===== src/sv/solt_pkg.sv =====
// Shared types and constants for the self-organizing list table.
// Depends on nothing; every module of the block imports it.
`timescale 1ns / 1ps
`default_nettype none

package solt_pkg;

   localparam int DEPTH  = 256;
   localparam int ADDR_W = $clog2(DEPTH);
   localparam int CNT_W  = $clog2(DEPTH + 1);
   localparam int WORD_W = 32;

   typedef logic [ADDR_W-1:0] addr_type;
   typedef logic [CNT_W-1:0]  cnt_type;

   typedef enum logic [1:0] {
      OP_APPEND    = 2'd0,
      OP_GET       = 2'd1,
      OP_SEARCH    = 2'd2,
      OP_TRANSPOSE = 2'd3
   } opcode_type;

   typedef struct packed {
      opcode_type         opcode;
      logic signed [31:0] value;
      logic [7:0]         index;
   } req_word_type;

   typedef struct packed {
      logic               found;
      logic [7:0]         position;
      logic signed [31:0] word_out;
      logic               full_res;
   } rsp_word_type;

   typedef enum logic [2:0] {
      RES_APPEND,
      RES_FULL,
      RES_MISS,
      RES_GET,
      RES_HIT,
      RES_HIT_SWAP
   } res_sel_type;

   typedef enum logic [2:0] {
      ST_IDLE,
      ST_DISPATCH,
      ST_GET_WAIT,
      ST_SCAN,
      ST_SWAP_LO,
      ST_SWAP_HI,
      ST_FINISH
   } state_type;

   typedef struct packed {
      logic        latch_req;
      logic        append_wr;
      logic        get_rd;
      logic        scan_start;
      logic        scan_step;
      logic        swap_lo_wr;
      logic        swap_hi_wr;
      logic        res_load;
      res_sel_type res_sel;
      logic        rsp_load;
   } solt_cmd_type;

   typedef struct packed {
      opcode_type opcode;
      logic       room;
      logic       get_ok;
      logic       hit;
      logic       scan_done;
      logic       hit_head;
   } solt_status_type;

endpackage

`default_nettype wire


===== src/sv/solt_ctrl.sv =====
// Controller: sequences each operation and owns both handshakes.
// Depends on solt_pkg; drives solt_datapath through the command struct.
`timescale 1ns / 1ps
`default_nettype none

module solt_ctrl
   import solt_pkg::*;
(
   input  wire logic            clock,
   input  wire logic            reset,
   input  wire logic            req_valid,
   output logic                 req_stall,
   output logic                 rsp_valid,
   input  wire logic            rsp_stall,
   input  wire solt_status_type status,
   output solt_cmd_type         cmd
);

   state_type state_ff, state_in;
   logic      rsp_valid_ff, rsp_valid_in;
   logic      out_free;

   assign out_free  = !rsp_valid_ff || !rsp_stall;
   assign req_stall = state_ff != ST_IDLE;
   assign rsp_valid = rsp_valid_ff;

   always_ff @(posedge clock) begin
      if (reset) begin
         state_ff     <= ST_IDLE;
         rsp_valid_ff <= 1'b0;
      end else begin
         state_ff     <= state_in;
         rsp_valid_ff <= rsp_valid_in;
      end
   end

   always_comb begin
      state_in = state_ff;
      cmd      = '0;
      cmd.res_sel = RES_MISS;
      case (state_ff)
         ST_IDLE: begin
            if (req_valid) begin
               cmd.latch_req = 1'b1;
               state_in      = ST_DISPATCH;
            end
         end
         ST_DISPATCH: begin
            case (status.opcode)
               OP_APPEND: begin
                  cmd.res_load = 1'b1;
                  if (status.room) begin
                     cmd.append_wr = 1'b1;
                     cmd.res_sel   = RES_APPEND;
                  end else begin
                     cmd.res_sel = RES_FULL;
                  end
                  state_in = ST_FINISH;
               end
               OP_GET: begin
                  if (status.get_ok) begin
                     cmd.get_rd = 1'b1;
                     state_in   = ST_GET_WAIT;
                  end else begin
                     cmd.res_load = 1'b1;
                     state_in     = ST_FINISH;
                  end
               end
               default: begin
                  cmd.scan_start = 1'b1;
                  state_in       = ST_SCAN;
               end
            endcase
         end
         ST_GET_WAIT: begin
            cmd.res_load = 1'b1;
            cmd.res_sel  = RES_GET;
            state_in     = ST_FINISH;
         end
         ST_SCAN: begin
            if (status.hit) begin
               if (status.opcode == OP_TRANSPOSE && !status.hit_head) begin
                  state_in = ST_SWAP_LO;
               end else begin
                  cmd.res_load = 1'b1;
                  cmd.res_sel  = RES_HIT;
                  state_in     = ST_FINISH;
               end
            end else if (status.scan_done) begin
               cmd.res_load = 1'b1;
               state_in     = ST_FINISH;
            end else begin
               cmd.scan_step = 1'b1;
            end
         end
         ST_SWAP_LO: begin
            cmd.swap_lo_wr = 1'b1;
            cmd.res_load   = 1'b1;
            cmd.res_sel    = RES_HIT_SWAP;
            state_in       = ST_SWAP_HI;
         end
         ST_SWAP_HI: begin
            cmd.swap_hi_wr = 1'b1;
            state_in       = ST_FINISH;
         end
         ST_FINISH: begin
            if (out_free) begin
               cmd.rsp_load = 1'b1;
               state_in     = ST_IDLE;
            end
         end
         default: begin
            state_in = ST_IDLE;
         end
      endcase
   end

   always_comb begin
      rsp_valid_in = rsp_valid_ff;
      if (cmd.rsp_load) begin
         rsp_valid_in = 1'b1;
      end else if (rsp_valid_ff && !rsp_stall) begin
         rsp_valid_in = 1'b0;
      end
   end

endmodule

`default_nettype wire


===== config.mk =====
export PLATFORM = sky130hd
export DESIGN_NAME = solt_ctrl
export DESIGN_NICKNAME = d
export VERILOG_FILES = /design/src/sv/solt_pkg.sv /design/src/sv/solt_ctrl.sv
export SDC_FILE = /design/constraint.sdc
export NUM_CORES = 1
export LEC_CHECK = 0
export BUFFER_PORTS_ARGS = -buffer_cell sky130_fd_sc_hd__buf_2
export CAP_MARGIN = 40
export CORE_AREA = 2 2 39 41
export CTS_CLUSTER_SIZE = 8
export DETAILED_ROUTE_END_ITERATION = 8
export DIE_AREA = 0 0 41 43
export PLACE_DENSITY = 0.61
export SYNTH_ARGS = -nofsm -noshare
export SYNTH_HDL_FRONTEND = slang
export SYNTH_SLANG_ARGS = --single-unit
export TNS_END_PERCENT = 20

===== constraint.sdc =====
create_clock -name clock -period 1.15 [get_ports clock]
set_input_delay 0.0575 -clock clock [delete_from_list [all_inputs] [get_ports clock]]
set_output_delay 0.0575 -clock clock [all_outputs]
set_load 0.01 [all_outputs]

# Word level (Yosys, flattened, before mapping)
# Cells that the tools add are included.
[word_totals] register_bits=4 in_bits=11 output_inout_bits=14
[op_classes] n_eq_ne=11 muxes=34 n_reduce_logical=13
[op_table] cell="$mux 3" n=8
[op_table] cell="$mux 1" n=20
[op_table] cell="$pmux 3 s6" n=1
[op_table] cell="$pmux 4 s4" n=1
[op_table] cell="$eq 3x3->1 const B" n=3
[op_table] cell="$eq 3x2->1 const B" n=2
[op_table] cell="$pmux 3 s2" n=1
[op_table] cell="$mux 4" n=1
[op_table] cell="$ne 2x2->1 const B" n=2
[op_table] cell="$reduce_or 2->1" n=2
[op_table] cell="$eq 3x1->1 const B" n=1
[op_table] cell="$logic_not 1->1" n=3
[op_table] cell="$logic_not 3->1" n=1
[op_table] cell="$ne 3x3->1 const B" n=1
[op_table] cell="$reduce_and 3->1" n=1
[op_table] cell="$reduce_bool 3->1" n=1
[op_table] cell="$eq 2x1->1 const B" n=1
[op_table] cell="$eq 2x2->1 const B" n=1
[op_table] cell="$logic_and 1x1->1" n=2
[op_table] cell="$logic_not 2->1" n=1
[op_table] cell="$mux 2" n=1
[op_table] cell="$pmux 1 s2" n=1
[op_table] cell="$reduce_bool 2->1" n=1
[op_table] cell="$logic_or 1x1->1" n=1

# Logic depth before layout (Yosys ltp)
[logic_depth] depth_word=5 mapped_depth=5

# Least setup slack after synthesis
# Ideal clock, no wire load.
[synth_timing] path_kind="reg-to-output" from="register state_ff[1]" to="output cmd[2] in the netlist's numbering" arrival_ps=1038 setup_slack_ps=54 stages_incl_launch_ff=6 path_buffers=1 path_cell_list="dfxtp_1 > buf_4 > and2b_4 > nand3_1 > o21bai_1 > nor2_1"
[synth_lines] element="start: declaration" line="solt_ctrl.sv:19" rtl="state_type state_ff, state_in;"
[synth_lines] element="start signal: assignment" line="solt_ctrl.sv:32" rtl="state_ff <= state_in;"
[synth_lines] element="end: declaration" line="solt_ctrl.sv:16" rtl="output solt_cmd_type cmd"

==> impl_metrics.ini <==
[yosys]
syn-num-nets = 64
syn_area_per_cell_sq_um = 7.39
synth_mux_area_frac = 0
synthSimpleGateAreaFrac = 0.383
synth_compound_area_frac = 0.256
syn_area_sq_um = 392
synth_fa_ha_area_frac = 0
synthXorXnorAreaFrac = 0.0224
ys_warn_count = 0
synth_top_family_by_area = simple AND/OR/NAND/NOR gates
synth_seq_cells = 4
netlist_instances = 53
synth.distinct_cells = 29
synth.yosys.seq_area_share = 0.204

[sta]
slew_headroom = 0.804
finClkSkew_ps = 2.61
period_needed_ps = 1320
drv_slew = 0
period_share = 1.15
timing.hold.ws_ps = 26.5
rsz0062_at_grt = true
hold_viol_final = 0
fin_ws_ps = -169
fmax_ghz = 0.758
tightest_slew_ps = 289
setup-violations-final = 9

[placed_design]
post-dp-hpwl_microns = 834
place.gp.congestion = 0.707
io_buffers = 24

[pwr]
p_leak_uw = 0.000304
power.density_mw_per_mm2 = 1300
irDropWorstVdd_mv = 0.449

[finish]
layout_common_cells = buf_2, nor2_1, a21oi_1, buf_4, nand2_1
area_delta_synth_final_pct = 55.0
final_common_cell = buf_2
n_antenna_cell = 0
nets = 97
num-fill-cells = 159
fin_util = 0.439
final_layout_size_suffix_gt1_frac = 0.571

[drt]
ant_nets = 0
totalWireLength_microns = 1080
wl_per_cell_microns = 10.8
drtPass1Iterations = 4
routed_via_density = 4.71
drt-initial-drc-count = 6
vias = 471
drc = 0

[floorplanning]
rows = 14
io_pins = 25
initial_core_util = 0.283
die_x_microns = 41
die_height_microns = 43
core_sq_mm = 0.00138
fp.dieArea_sq_mm = 0.00176

[global_routing]
grt_antenna_before_repair = 0
grt_use_total = 0.145
overflow = 0
grt_pass1_wl_microns = 1710
grt_max_degree = 9
grt_pass1_vias = 408

[critical_path]
crit_type = reg2out
reg2reg_slack_ps = 90
cp_max_fo = 8
reg2reg_depth = 4
crit_required_ps = 1090
reg2reg_from = state_ff[2]
cp.arrival_ps = 1260
timing.rr.end = state_ff[1]
end_kind = output port
cp-start-kind = flop

[clocking]
clock_latency_ps = 240
cts.htree.levels = 1
root_buffer = clkbuf_4
hold_buffers = 0
numCtsBuffers = 3
clkTransAtPathRegs_ps = 40
cts_tree = built
clkSinkCount = 4
cts_buffer_depth = 2

[status]
outcome = finished with violations
violations = setup timing

[worst_hold_path]
hp-start = reset
whs_path_depth = 2
min_to = state_ff[1]
hp-class = in2reg

[job]
cap_violations = 0
synth_stat cells:
cell,n,area (sq um)
a211o_1,1,8.76
a21oi_1,7,35.0
a311oi_1,1,8.76
a31o_1,1,8.76
a31o_2,1,8.76
and2_1,1,6.26
and2_4,1,8.76
and2b_4,1,10.0
and3_1,1,6.26
buf_4,2,15.0
buf_6,2,22.5
dfxtp_1,4,80.1
inv_1,3,11.3
inv_2,1,3.75
nand2_1,4,15.0
nand3_1,1,5.00
nand3_4,1,17.5
nand3b_1,1,7.51
nand4b_1,1,8.76
nor2_1,9,33.8
nor2_2,1,6.26
nor3_2,1,10.0
nor4b_1,1,8.76
o21ai_1,1,5.00
o21bai_1,1,7.51
o311ai_1,1,8.76
o32ai_1,1,8.76
or3_1,1,6.26
xnor2_1,1,8.76
metal layers:
layer  wire (microns)  track usage
met4                9        0.100
met2              517        0.206
met1              495        0.185
met5                0            0
met3               55       0.0314
worst max-delay path by stage:
stage | startpoint | to | cells past startpoint
after global routing | state_ff[1] | cmd[10] | 5
final | state_ff[2] | cmd[11] | 4
after CTS | state_ff[2] | cmd[11] | 4
after detailed placement | state_ff[1] | cmd[11] | 4
after global placement | state_ff[0] | cmd[2] | 5
after floorplan | state_ff[1] | cmd[2] | 5
what timing repair did:
item,CTS,global route
gates cloned,0,0
buffers inserted,1,0
resized for setup,9,1
pin swaps,3,2
endpoints found under the setup margin,12,13
registers in the layout (all words and copies together), names as in the netlist:
name and count:
state_ff 3, rsp_valid 1
kinds of logic (layout without fill, tap and decap cells):
| kind of cell | count (synthesis) | after routing |
|---|---|---|
| xor gates and xnor gates | 1 | 1 |
| AOI/OAI and AO/OA | 15 | 15 |
| DFF | 4 | 4 |
| buffers and inverters | 8 | 39 |
| and+or+nand+nor | 25 | 25 |
per-stage QoR:
stage          power (uW)  TNS, ps  setup WS [ps]  area, sq um  instances
6_report              788    -1100           -169          607        100
5_1_grt               851    -1950           -263          607        100
4_1_cts               791    -1230           -175          602        100
3_5_place_dp          585        0           33.4          547         96
3_3_place_gp          581        0           34.7          547         96
2_1_floorplan         440        0           54.1          392         53
report_power, final:
| group | total [uW] | internal, uW | switching, uW | leakage, uW |
|---|---|---|---|---|
| sequential | 190 | 163 | 26.4 | 0.0000342 |
| clock | 175 | 117 | 57.9 | 0.0000138 |
| combinational | 424 | 222 | 202 | 0.000256 |
| total | 788 | 502 | 286 | 0.000304 |
cell type report:
class	instances	area, sq um	area share
clock buffers	3	22.5	0.0371
inverters	4	15.0	0.0247
multi-input cells	41	269	0.443
flip-flops and latches	4	86.3	0.142
well taps	16	20.0	0.0330
repair buffers	32	194	0.320
worst max-delay path: stages, from the launching register on:
cell	delay [ps]
dfxtp_2	330
buf_6	130
or3_1	350
nor2_1	80
buf_2	130
Note: power is estimated with default switching activity, not from simulation.
